[config.mk]
export PLATFORM = sky130hd
export DESIGN_NAME = gpio_pin_command_controller
export DESIGN_NICKNAME = d
export VERILOG_FILES = /design/src/design/gpc_pkg.sv /design/src/design/gpc_ctrl.sv /design/src/design/gpc_datapath.sv /design/src/design/gpio_pin_command_controller.sv
export SDC_FILE = /design/constraint.sdc
export NUM_CORES = 2
export LEC_CHECK = 0
export ABC_AREA = 1
export BUFFER_PORTS_ARGS = -buffer_cell sky130_fd_sc_hd__buf_4
export CAP_MARGIN = 20
export CORE_MARGIN = 1
export CORE_UTILIZATION = 30
export DETAILED_ROUTE_END_ITERATION = 16
export PLACE_DENSITY = 0.48
export SYNTH_ARGS = -nofsm -noshare
export SYNTH_HDL_FRONTEND = slang
export SYNTH_SLANG_ARGS = --single-unit
export TNS_END_PERCENT = 5
[constraint.sdc]
create_clock -name i_clk -period 5.3 [get_ports i_clk]
set_clock_uncertainty 0.2 [all_clocks]
set_input_delay 1.59 -clock i_clk [delete_from_list [all_inputs] [get_ports i_clk]]
set_output_delay 1.59 -clock i_clk [all_outputs]
set_load 0.01 [all_outputs]
[src/design/gpc_pkg.sv]
`timescale 1ns / 1ps

package gpc_pkg;

    localparam int PIN_COUNT_DEF = 58;
    localparam int PAD_W         = 58;
    localparam int CMD_W         = 5;
    localparam int PIN_W         = 6;
    localparam int ARG_W         = 8;
    localparam int RV_W          = 3;
    localparam int FUNC_W        = 3;
    localparam int PULL_W        = 2;
    localparam int EN_W          = 6;
    localparam int MAX_PINS      = 2 ** PIN_W;

    // detect enable bit positions
    localparam int EN_RISE  = 0;
    localparam int EN_FALL  = 1;
    localparam int EN_ARISE = 2;
    localparam int EN_AFALL = 3;
    localparam int EN_HIGH  = 4;
    localparam int EN_LOW   = 5;

    localparam logic [CMD_W-1:0] CMD_RESET_PIN = 5'd0;
    localparam logic [CMD_W-1:0] CMD_SET_LEVEL = 5'd1;
    localparam logic [CMD_W-1:0] CMD_GET_LEVEL = 5'd2;
    localparam logic [CMD_W-1:0] CMD_SET_MODE  = 5'd3;
    localparam logic [CMD_W-1:0] CMD_GET_MODE  = 5'd4;
    localparam logic [CMD_W-1:0] CMD_SET_PULL  = 5'd5;
    localparam logic [CMD_W-1:0] CMD_GET_PULL  = 5'd6;
    localparam logic [CMD_W-1:0] CMD_GET_EVENT = 5'd7;
    localparam logic [CMD_W-1:0] CMD_SET_RISE  = 5'd8;
    localparam logic [CMD_W-1:0] CMD_GET_RISE  = 5'd9;
    localparam logic [CMD_W-1:0] CMD_SET_FALL  = 5'd10;
    localparam logic [CMD_W-1:0] CMD_GET_FALL  = 5'd11;
    localparam logic [CMD_W-1:0] CMD_SET_ARISE = 5'd12;
    localparam logic [CMD_W-1:0] CMD_GET_ARISE = 5'd13;
    localparam logic [CMD_W-1:0] CMD_SET_AFALL = 5'd14;
    localparam logic [CMD_W-1:0] CMD_GET_AFALL = 5'd15;
    localparam logic [CMD_W-1:0] CMD_SET_HIGH  = 5'd16;
    localparam logic [CMD_W-1:0] CMD_GET_HIGH  = 5'd17;
    localparam logic [CMD_W-1:0] CMD_SET_LOW   = 5'd18;
    localparam logic [CMD_W-1:0] CMD_GET_LOW   = 5'd19;
    localparam logic [CMD_W-1:0] CMD_SAMPLE    = 5'd20;

    // detect enable set/get pair index (command code shifted right by one) of the first pair
    localparam logic [CMD_W-2:0] EN_PAIR_BASE = 4'd4;

    typedef struct packed {
        logic exec;
    } t_dp_cmd;

endpackage

[src/design/gpc_ctrl.sv]
`timescale 1ns / 1ps

module gpc_ctrl (
    input  logic             i_clk,
    input  logic             i_rst_n,
    input  logic             i_valid,
    output logic             o_stall,
    output logic             o_valid,
    input  logic             i_stall,
    output gpc_pkg::t_dp_cmd o_cmd
);

    typedef enum logic [1:0] {
        S_EMPTY = 2'b01,
        S_FULL  = 2'b10
    } t_state;

    t_state r_state;
    t_state n_state;
    logic   accept;

    // a waiting result blocks new requests only while the receiver stalls
    assign o_stall    = (r_state == S_FULL) && i_stall;
    assign accept     = i_valid && !o_stall;
    assign o_valid    = (r_state == S_FULL);
    assign o_cmd.exec = accept;

    always_comb begin
        n_state = r_state;
        unique case (r_state)
            S_EMPTY: begin
                if (accept) n_state = S_FULL;
            end
            S_FULL: begin
                if (accept)        n_state = S_FULL;
                else if (!i_stall) n_state = S_EMPTY;
            end
            default: n_state = S_EMPTY;
        endcase
    end

    always_ff @(posedge i_clk) begin
        if (!i_rst_n) begin
            r_state <= S_EMPTY;
        end else begin
            r_state <= n_state;
        end
    end

endmodule

[src/design/gpc_datapath.sv]
`timescale 1ns / 1ps

module gpc_datapath #(
    parameter int PIN_COUNT = gpc_pkg::PIN_COUNT_DEF
) (
    input  logic                        i_clk,
    input  logic                        i_rst_n,
    input  gpc_pkg::t_dp_cmd            i_cmd,
    input  logic [gpc_pkg::CMD_W-1:0]   i_command,
    input  logic [gpc_pkg::PIN_W-1:0]   i_pin,
    input  logic [gpc_pkg::ARG_W-1:0]   i_argument,
    input  logic [gpc_pkg::PAD_W-1:0]   i_pad_levels,
    output logic [gpc_pkg::RV_W-1:0]    o_read_value,
    output logic [gpc_pkg::PAD_W-1:0]   o_output_levels
);

    localparam int IDX_W     = (PIN_COUNT > 1) ? $clog2(PIN_COUNT) : 1;
    localparam int PIN_CMP_W = gpc_pkg::PIN_W + 1;
    localparam int MAXP      = gpc_pkg::MAX_PINS;
    localparam logic [MAXP-1:0] PINS_MASK =
        (PIN_COUNT >= MAXP) ? {MAXP{1'b1}} : ((MAXP'(1) << PIN_COUNT) - MAXP'(1));

    logic [gpc_pkg::FUNC_W-1:0] r_func   [PIN_COUNT];
    logic [gpc_pkg::PULL_W-1:0] r_pull   [PIN_COUNT];
    logic [gpc_pkg::EN_W-1:0]   r_en     [PIN_COUNT];
    logic [PIN_COUNT-1:0]       r_latch;
    logic [PIN_COUNT-1:0]       r_event;
    logic [gpc_pkg::PAD_W-1:0]  r_last_pads;
    logic [gpc_pkg::RV_W-1:0]   r_read_value;
    logic [gpc_pkg::RV_W-1:0]   n_read_value;

    logic                       pin_ok;
    logic [IDX_W-1:0]           idx;
    logic [gpc_pkg::CMD_W-2:0]  pair;
    logic [2:0]                 en_sel;
    logic                       lvl;
    logic [gpc_pkg::PAD_W-1:0]  pad_now;
    logic [MAXP-1:0]            now_ext;
    logic [MAXP-1:0]            last_ext;
    logic [MAXP-1:0]            latch_ext;
    logic [PIN_COUNT-1:0]       hit;

    assign pin_ok  = PIN_CMP_W'(i_pin) < PIN_CMP_W'(PIN_COUNT);
    assign idx     = i_pin[IDX_W-1:0];
    assign pair    = i_command[gpc_pkg::CMD_W-1:1] - gpc_pkg::EN_PAIR_BASE;
    assign en_sel  = pair[2:0];
    assign lvl     = (i_pin < gpc_pkg::PIN_W'(gpc_pkg::PAD_W)) ? r_last_pads[i_pin] : 1'b0;
    assign pad_now = i_pad_levels & PINS_MASK[gpc_pkg::PAD_W-1:0];

    assign now_ext   = MAXP'(pad_now);
    assign last_ext  = MAXP'(r_last_pads);
    assign latch_ext = MAXP'(r_latch);

    // edge and level detects, async edges act as sync edges
    always_comb begin
        for (int i = 0; i < PIN_COUNT; i++) begin
            hit[i] = (!last_ext[i] && now_ext[i]
                         && (r_en[i][gpc_pkg::EN_RISE] || r_en[i][gpc_pkg::EN_ARISE]))
                  || (last_ext[i] && !now_ext[i]
                         && (r_en[i][gpc_pkg::EN_FALL] || r_en[i][gpc_pkg::EN_AFALL]))
                  || (now_ext[i] && r_en[i][gpc_pkg::EN_HIGH])
                  || (!now_ext[i] && r_en[i][gpc_pkg::EN_LOW]);
        end
    end

    always_comb begin
        n_read_value = '0;
        if (pin_ok) begin
            unique case (i_command)
                gpc_pkg::CMD_GET_LEVEL: n_read_value = gpc_pkg::RV_W'(lvl);
                gpc_pkg::CMD_GET_MODE:  n_read_value = r_func[idx];
                gpc_pkg::CMD_GET_PULL:  n_read_value = gpc_pkg::RV_W'(r_pull[idx]);
                gpc_pkg::CMD_GET_EVENT: n_read_value = gpc_pkg::RV_W'(r_event[idx]);
                gpc_pkg::CMD_GET_RISE, gpc_pkg::CMD_GET_FALL,
                gpc_pkg::CMD_GET_ARISE, gpc_pkg::CMD_GET_AFALL,
                gpc_pkg::CMD_GET_HIGH, gpc_pkg::CMD_GET_LOW:
                    n_read_value = gpc_pkg::RV_W'(r_en[idx][en_sel]);
                default: n_read_value = '0;
            endcase
        end
    end

    always_ff @(posedge i_clk) begin
        if (!i_rst_n) begin
            for (int i = 0; i < PIN_COUNT; i++) begin
                r_func[i] <= '0;
                r_pull[i] <= '0;
                r_en[i]   <= '0;
            end
            r_latch     <= '0;
            r_event     <= '0;
            r_last_pads <= '0;
        end else if (i_cmd.exec) begin
            if (i_command == gpc_pkg::CMD_SAMPLE) begin
                r_event     <= r_event | hit;
                r_last_pads <= pad_now;
            end else if (pin_ok) begin
                unique case (i_command)
                    gpc_pkg::CMD_RESET_PIN: begin
                        r_func[idx]  <= '0;
                        r_pull[idx]  <= '0;
                        r_en[idx]    <= '0;
                        r_event[idx] <= 1'b0;
                    end
                    gpc_pkg::CMD_SET_LEVEL: r_latch[idx] <= i_argument[0];
                    gpc_pkg::CMD_SET_MODE:  r_func[idx]  <= i_argument[gpc_pkg::FUNC_W-1:0];
                    gpc_pkg::CMD_SET_PULL:  r_pull[idx]  <= i_argument[gpc_pkg::PULL_W-1:0];
                    gpc_pkg::CMD_SET_RISE, gpc_pkg::CMD_SET_FALL,
                    gpc_pkg::CMD_SET_ARISE, gpc_pkg::CMD_SET_AFALL,
                    gpc_pkg::CMD_SET_HIGH, gpc_pkg::CMD_SET_LOW:
                        r_en[idx][en_sel] <= i_argument[0];
                    default: ;
                endcase
            end
        end
    end

    always_ff @(posedge i_clk) begin
        if (i_cmd.exec) begin
            r_read_value <= n_read_value;
        end
    end

    assign o_read_value    = r_read_value;
    assign o_output_levels = latch_ext[gpc_pkg::PAD_W-1:0];

endmodule

[src/design/gpio_pin_command_controller.sv]
`timescale 1ns / 1ps
// per-pin gpio controller driven by command requests
// input channel: i_valid / o_stall with i_command, i_pin, i_argument and
//   i_pad_levels; a request is taken at a clock edge with i_valid high and
//   o_stall low
// output channel: o_valid / i_stall with o_read_value and o_output_levels;
//   one result per request, taken when o_valid is high and i_stall is low
// the result is registered and shows in the cycle after its request is taken
// throughput: one request per cycle unless stalled; all per-pin fields sit
//   in flops and one command touches one pin (all pins for a pad sample)
// the result register frees up in the same cycle it is taken, so a new
//   request enters while the old result leaves
// when the receiver stalls, the result holds and o_stall goes high until
//   the result is taken
// reset (i_rst_n low, synchronous) clears every pin to input mode, no pull,
//   detects off, latch and event low, and clears the latched pad levels
// pins at or above PIN_COUNT ignore set commands and read as zero
module gpio_pin_command_controller #(
    parameter int PIN_COUNT = gpc_pkg::PIN_COUNT_DEF
) (
    input  logic                        i_clk,
    input  logic                        i_rst_n,
    input  logic                        i_valid,
    output logic                        o_stall,
    input  logic [gpc_pkg::CMD_W-1:0]   i_command,
    input  logic [gpc_pkg::PIN_W-1:0]   i_pin,
    input  logic [gpc_pkg::ARG_W-1:0]   i_argument,
    input  logic [gpc_pkg::PAD_W-1:0]   i_pad_levels,
    output logic                        o_valid,
    input  logic                        i_stall,
    output logic [gpc_pkg::RV_W-1:0]    o_read_value,
    output logic [gpc_pkg::PAD_W-1:0]   o_output_levels
);

    gpc_pkg::t_dp_cmd dp_cmd;

    gpc_ctrl u_ctrl (
        .i_clk   (i_clk),
        .i_rst_n (i_rst_n),
        .i_valid (i_valid),
        .o_stall (o_stall),
        .o_valid (o_valid),
        .i_stall (i_stall),
        .o_cmd   (dp_cmd)
    );

    gpc_datapath #(
        .PIN_COUNT (PIN_COUNT)
    ) u_datapath (
        .i_clk           (i_clk),
        .i_rst_n         (i_rst_n),
        .i_cmd           (dp_cmd),
        .i_command       (i_command),
        .i_pin           (i_pin),
        .i_argument      (i_argument),
        .i_pad_levels    (i_pad_levels),
        .o_read_value    (o_read_value),
        .o_output_levels (o_output_levels)
    );

`ifndef SYNTH
    a_accept_gives_result: assert property (@(posedge i_clk) disable iff (!i_rst_n)
        (i_valid && !o_stall) |=> o_valid)
        else $error("taken request produced no result");

    a_stall_holds_result: assert property (@(posedge i_clk) disable iff (!i_rst_n)
        (o_valid && i_stall) |=> (o_valid && $stable(o_read_value)
                                  && $stable(o_output_levels)))
        else $error("stalled result changed");

    a_sample_reads_zero: assert property (@(posedge i_clk) disable iff (!i_rst_n)
        (i_valid && !o_stall && i_command == gpc_pkg::CMD_SAMPLE) |=> (o_read_value == '0))
        else $error("sample command returned nonzero read value");

    a_unused_pins_low: assert property (@(posedge i_clk) disable iff (!i_rst_n)
        (PIN_COUNT >= gpc_pkg::PAD_W) || ((o_output_levels >> PIN_COUNT) == '0))
        else $error("output level set on a pin beyond the pin count");
`endif

endmodule
# --- Word-level counts from Yosys, hierarchy flattened ---
# Memory sizes are Yosys's and may differ from the RTL's.
# Cells that the tools add are included.
classes:
  addsub: 1
  order_cmp: 6
  eq_ne: 24
  n_mux: 62
  bitwise_logic: 12
  reduce_logical: 771
ops:
  columns: ["operator", "count"]
  rows:
  - ["$logic_and 1x1->1", 352]
  - ["$logic_or 1x1->1", 290]
  - ["$mux 58", 3]
  - ["$logic_not 1->1", 117]
  - ["$and 58x58->58", 1]
  - ["$bwmux 58", 1]
  - ["$not 58->58", 1]
  - ["$or 58x58->58", 1]
  - ["$eq 5x4->1 const B", 8]
  - ["$mux 1", 38]
  - ["$mux 6", 6]
  - ["$eq 5x5->1 const B", 5]
  - ["$eq 5x3->1 const B", 4]
  - ["$reduce_or 6->1", 3]
  - ["$pmux 3 s5", 1]
  - ["$bmux 1 s6", 2]
  - ["$lt 6x6->1 const B", 2]
  - ["$eq 5x2->1 const B", 2]
  - ["$mux 2", 5]
  - ["$or 1x1->1", 8]
  - ["$lt 6x7->1 const B", 1]
  - ["$demux 1 s6", 1]
  - ["$ge 6x1->1 const B", 1]
  - ["$mux 3", 2]
  - ["19 further kinds", 21]
totals:
  ff_bits: 179
  mem_bits_rw: 638
  inputBits: 81
  out_inout_bits: 63
  n_memories: 3
mem_list:
  columns: ["memory", "depth", "width", "rd", "rd_clocked_by_memory_dff", "write_ports", "line_no", "text"]
  rows:
  - ["u_datapath.r_en", 58, 6, 59, 0, 58, "gpc_datapath.sv:25", "logic [gpc_pkg::EN_W-1:0] r_en [PIN_COUNT];"]
  - ["u_datapath.r_func", 58, 3, 1, 0, 58, "gpc_datapath.sv:23", "logic [gpc_pkg::FUNC_W-1:0] r_func [PIN_COUNT];"]
  - ["u_datapath.r_pull", 58, 2, 1, 0, 58, "gpc_datapath.sv:24", "logic [gpc_pkg::PULL_W-1:0] r_pull [PIN_COUNT];"]

# --- Logic depth before layout (Yosys ltp) ---
logic_depth:
  depth_word: 11
  ltp_mapped: 17
  ltp_nobuf: 16

# --- Modules after synthesis ---
# A second synthesis with hierarchy kept.
unflattened:
  cells_unflattened: 5437
  area_unflattened_um2: 45159.6
modules_own_cells:
  columns: ["mod", "instances", "cells_each", "area_each_um2", "seq_area_each_um2"]
  rows:
  - ["gpc_datapath", 1, 5413, 45000.7, 24713.7]
  - ["gpc_ctrl", 1, 24, 158.9, 40.0]

# --- Worst setup path after synthesis ---
# Ideal clock, no wire load.
synth_path:
  path_type: "input port to flip-flop"
  start: "input port i_pin[2] in the netlist's numbering"
  end: "memory u_datapath.r_func[28][0] in the netlist's numbering, enable pin"
  setup_time_ns: 0.344
  arrival_time_ns: 3.134
  t_required_ns: 4.756
  path_slack_ns: 1.622
  cell_stages: 9
  n_path_buf: 3
  cell_sequence: "buf_4 -> inv_1 -> nor2_2 -> nand2_1 -> buf_2 -> nor2_1 -> inv_1 -> clkbuf_1 -> o21ai_0"
synth_rtl:
  columns: ["element", "line_no", "text"]
  rows:
  - ["from (decl)", "gpio_pin_command_controller.sv:26", "input logic [gpc_pkg::PIN_W-1:0] i_pin,"]
  - ["to (decl)", "gpc_datapath.sv:23", null]

==> flow_summary.html <==
<table>
<tr><th>Metric</th><th>Value</th></tr>
<tr><th colspan="2">GRT</th></tr>
<tr><td>Antenna violations before repair</td><td>8</td></tr>
<tr><td>Maximum number of pins on one net before global-route repair</td><td>112</td></tr>
<tr><td>Total overflow reported by the global router</td><td>0</td></tr>
<tr><td>Vias in the first global route</td><td>36,953</td></tr>
<tr><td>Tot GR Track Use</td><td>22.9%</td></tr>
<tr><td>Global-route wire length before repair</td><td>255,000 um</td></tr>
<tr><th colspan="2">Route</th></tr>
<tr><td>Routed length per placed instance</td><td>23.8 um</td></tr>
<tr><td>Post-detailed-route DRC marker count</td><td>0</td></tr>
<tr><td>First drt pass iteration count</td><td>8</td></tr>
<tr><td>Total routed wirelength</td><td>178,000 um</td></tr>
<tr><td>Overall via count from detail_route</td><td>39,576</td></tr>
<tr><td>Routed Antenna Nets</td><td>0</td></tr>
<tr><td>Detail-routed via count per cell</td><td>5.28</td></tr>
<tr><td>Iteration-0 DRC Markers</td><td>4,319</td></tr>
<tr><th colspan="2">Setup path</th></tr>
<tr><td>Start point of the critical path</td><td>i_pin[2]</td></tr>
<tr><td>Req. time, crit path</td><td>5470 ps</td></tr>
<tr><td>Critical Path Sink</td><td>u_datapath.r_func[17][2]</td></tr>
<tr><td>Cell family with the largest share of critical-path delay</td><td>buffers and inverters</td></tr>
<tr><td>Worst stage delay on the critical path</td><td>550 ps</td></tr>
<tr><td>Reg2Reg Launch Point</td><td>u_ctrl.r_state[0]</td></tr>
<tr><td>Crit path max fanout</td><td>17</td></tr>
<tr><td>CP max-delay cell</td><td>inv_1</td></tr>
<tr><td>Category of the worst setup path capture point</td><td>flop</td></tr>
<tr><td>Crit path top cell by count</td><td>buf_4</td></tr>
<tr><td>Endpoint of the worst register-to-register path</td><td>u_datapath.r_event[57]</td></tr>
<tr><td>Critical-path cell list</td><td>buf_4 &gt; buf_4 &gt; nor2_4 &gt; nand2_2 &gt; buf_4 &gt; nor2_1 &gt; inv_1 &gt; o21ai_0</td></tr>
<tr><td>Depth of the most critical reg-to-reg path</td><td>12</td></tr>
<tr><td>Logic depth of the worst setup path including buffers</td><td>8</td></tr>
<tr><td>Reg2reg setup slack</td><td>1610 ps</td></tr>
<tr><td>Critical path data arrival time</td><td>4360 ps</td></tr>
<tr><td>Type of the worst setup path</td><td>in2reg</td></tr>
<tr><td>CP startpoint kind</td><td>primary input</td></tr>
<tr><td>Buffers plus inverters on the worst setup path</td><td>4</td></tr>
<tr><th colspan="2">Clock network</th></tr>
<tr><td>Number of clock sinks</td><td>883</td></tr>
<tr><td>H-tree depth</td><td>3</td></tr>
<tr><td>Number of hold buffers added after cts</td><td>0</td></tr>
<tr><td>Worst-path clk slew</td><td>60 ps</td></tr>
<tr><td>Clock tree from TritonCTS</td><td>yes</td></tr>
<tr><td>Number of buffers on the longest clock path</td><td>3</td></tr>
<tr><td>Clock insertion delay at the later pin of the skew report</td><td>730 ps</td></tr>
<tr><td>Setup repair bufs after CTS</td><td>0</td></tr>
<tr><td>CTS Buf Count</td><td>104</td></tr>
<tr><td>PostCTS Resize Cnt</td><td>0</td></tr>
<tr><td>CTS Root Buffer Type</td><td>clkbuf_16</td></tr>
<tr><th colspan="2">Power</th></tr>
<tr><td>Cell leakage power</td><td>18.9 nW</td></tr>
<tr><td>Sum of internal, switching and leakage power</td><td>0.0167 W</td></tr>
<tr><td>Power per Cell Area</td><td>321 mW/mm2</td></tr>
<tr><td>IR drop worst, VDD</td><td>238 uV</td></tr>
<tr><th colspan="2">Logic synthesis</th></tr>
<tr><td>Synth unique cells</td><td>41</td></tr>
<tr><td>EDFF count, synth</td><td>707</td></tr>
<tr><td>Share of async-settable or async-resettable flops after synthesis</td><td>0%</td></tr>
<tr><td>Share of the yosys chip area belonging to registers</td><td>55.3%</td></tr>
<tr><td>Area of the mapped netlist</td><td>0.0448 mm2</td></tr>
<tr><td>Gate count of the mapped netlist</td><td>5,436</td></tr>
<tr><td>Avg Inst Size Synth</td><td>8.24 um2</td></tr>
<tr><td>Prevailing post-synth register cell</td><td>edfxtp_1</td></tr>
<tr><td>Number of warnings issued by yosys</td><td>0</td></tr>
<tr><td>Number of flip-flops and latches in the synthesized netlist</td><td>883</td></tr>
<tr><th colspan="2">Final layout</th></tr>
<tr><td>Fraction of final layout cells with drive strength greater than 1</td><td>10.4%</td></tr>
<tr><td>Post-layout util</td><td>35.3%</td></tr>
<tr><td>Sequential cell area</td><td>0.0248 mm2</td></tr>
<tr><td>Fin nets</td><td>5,549</td></tr>
<tr><td>Filler Cells Inserted</td><td>15,341</td></tr>
<tr><td>Area used by multi-input combinational logic</td><td>0.0169 mm2</td></tr>
<tr><td>P&amp;R area growth vs syn</td><td>16.5%</td></tr>
<tr><th colspan="2">Placement</th></tr>
<tr><td>Port bufs</td><td>138</td></tr>
<tr><td>Detailed Place HPWL</td><td>114,000 um</td></tr>
<tr><td>Pre-CTS worst setup slack</td><td>489 ps</td></tr>
<tr><td>Final RePlAce weighted congestion</td><td>0.896</td></tr>
<tr><th colspan="2">Floorplanning</th></tr>
<tr><td>Initial core utilization</td><td>30.3%</td></tr>
<tr><td>DIE AREA</td><td>0.151 mm2</td></tr>
<tr><td>Top-level I/O count</td><td>144</td></tr>
<tr><td>Horizontal die dimension</td><td>388 um</td></tr>
<tr><td>Core Rows</td><td>141</td></tr>
<tr><td>Core region area</td><td>0.148 mm2</td></tr>
<tr><td>Vert. Die Dim</td><td>388 um</td></tr>
<tr><th colspan="2">STA</th></tr>
<tr><td>Actual slew at the worst max-slew pin</td><td>1170 ps</td></tr>
<tr><td>Setup repair after global routing missed its margin</td><td>false</td></tr>
<tr><td>Slew margin rel.</td><td>21.9%</td></tr>
<tr><td>Final setup margin</td><td>1110 ps</td></tr>
<tr><td>Number of max-slew violations in the final report</td><td>0</td></tr>
<tr><td>Final hold viol count</td><td>0</td></tr>
<tr><td>Final worst-path cycle share</td><td>79.1%</td></tr>
<tr><td>Hold Slack</td><td>260 ps</td></tr>
<tr><td>Final setup fails</td><td>0</td></tr>
<tr><td>Post-layout minimum cycle time</td><td>4190 ps</td></tr>
<tr><td>Achievable Freq</td><td>0.238 GHz</td></tr>
<tr><td>Setup_tns</td><td>0 ps</td></tr>
<tr><th colspan="2">Status</th></tr>
<tr><td>Status</td><td>finished, final reports clean</td></tr>
<tr><th colspan="2">Flow run</th></tr>
<tr><td>Max-capacitance violation count</td><td>0</td></tr>
<tr><th colspan="2">Worst hold path</th></tr>
<tr><td>Type of the tightest min-delay check</td><td>reg2reg</td></tr>
</table>
## final cells by class
class	instances	area share (%)
antenna	6	0.0288
tap	1930	4.63
inverter	422	3.05
clock buffer	158	6.09
sequential	883	47.4
clock inverter	38	0.848
multi-input combinational	3730	32.5
timing repair buffer	325	5.47
## layout by cell type (no fill, tap or decap), types with 29 or more instances in the layout
cell type | synthesis | routed
nand2_1 | 1277 | 1276
o21ai_0 | 800 | 800
nor2_1 | 764 | 761
edfxtp_1 | 707 | 707
inv_1 | 392 | 390
buf_4 | 4 | 291
a21oi_1 | 271 | 268
dfxtp_1 | 176 | 176
nor3_1 | 135 | 131
nand3_1 | 119 | 114
clkbuf_16 | 0 | 113
conb_1 | 1 | 66
o211ai_1 | 61 | 61
a221oi_1 | 50 | 50
o21ai_1 | 41 | 41
buf_12 | 0 | 30
inv_2 | 30 | 29
## power breakdown
part           total (W)  internal, W  leakage, nW  switching, W
clock network    0.00767      0.00460         1.78       0.00307
registers        0.00784      0.00772         8.33      0.000115
logic            0.00123     0.000333         8.78      0.000902
## Yosys cell counts, types with 4 or more instances
cell type | count | area, um2
nor3_1 | 135 | 676
buf_4 | 4 | 30.0
buf_2 | 136 | 681
o21a_1 | 8 | 60.1
nor2_4 | 6 | 67.6
nor2_2 | 5 | 31.3
nor2_1 | 764 | 2870
inv_1 | 392 | 1470
nand4_1 | 25 | 156
a21oi_1 | 271 | 1360
dfxtp_1 | 176 | 3520
inv_2 | 30 | 113
buf_1 | 24 | 90.1
a22oi_1 | 23 | 173
clkbuf_1 | 301 | 1130
a211oi_1 | 24 | 180
or2_2 | 14 | 87.6
nand2_2 | 4 | 25.0
a221oi_1 | 50 | 438
o21ai_0 | 800 | 4000
o21ai_1 | 41 | 205
nand2_1 | 1277 | 4790
nor3_2 | 10 | 100
o2111ai_1 | 6 | 52.6
nand3_1 | 119 | 596
edfxtp_1 | 707 | 21200
o211ai_1 | 61 | 458
## how the worst min path moves through the flow
stage	from	to	slack, ps	cells after the start
floorplan	u_datapath.r_event[25]	u_datapath.r_event[25]	260	2
global placement	u_datapath.o_output_levels[29]	u_datapath.o_output_levels[29]	250	2
detailed placement	u_datapath.o_output_levels[23]	u_datapath.o_output_levels[23]	250	2
CTS	u_datapath.o_output_levels[35]	u_datapath.o_output_levels[35]	260	2
global route	u_datapath.o_output_levels[26]	u_datapath.o_output_levels[26]	280	2
finish	u_datapath.o_output_levels[42]	u_datapath.o_output_levels[42]	260	2
## sequential cells by signal, indices dropped and copies added, names as in the netlist
register                    cells
u_datapath.r_func             192
u_datapath.r_en               384
u_datapath.o_read_value         3
u_ctrl.r_state                  2
u_datapath.r_pull             128
u_datapath.r_last_pads         58
u_datapath.r_event             58
u_datapath.o_output_levels     58
## cells by family (layout without fill, tap and decap cells)
group	Yosys count	count (layout)	synth area share, %
AOI/OAI and AO/OA	1297	1297	15.7
adders and majority gates	2	2	0.0559
buffers and inverters	888	943	7.86
DFF	883	883	55.3
other	1	72	0.00837
and+or+nand+nor	2365	2365	21.1
## worst min-delay path: stages (launching register included)
cell and delay (ps):
dfxtp_1 310, nand2_1 60, a21oi_1 50
## through the flow
stage / instances / cell area (um2)
2_1_floorplan: 5501 / 45000
3_3_place_gp: 7288 / 48500
3_5_place_dp: 7289 / 48500
4_1_cts: 7485 / 52200
5_1_grt: 7487 / 52200
6_report: 7492 / 52200
## routing by layer
layer  share of wire [%]  vias to the layer above  GRT usage [%]
li1                    -                    18196              -
met1                  44                    19440           32.3
met2                  45                     1675           36.4
met3                 7.5                      255           3.44
met4                 2.7                       10           6.51
met5               0.032                        -              0
(Power assumes the default switching activity.)
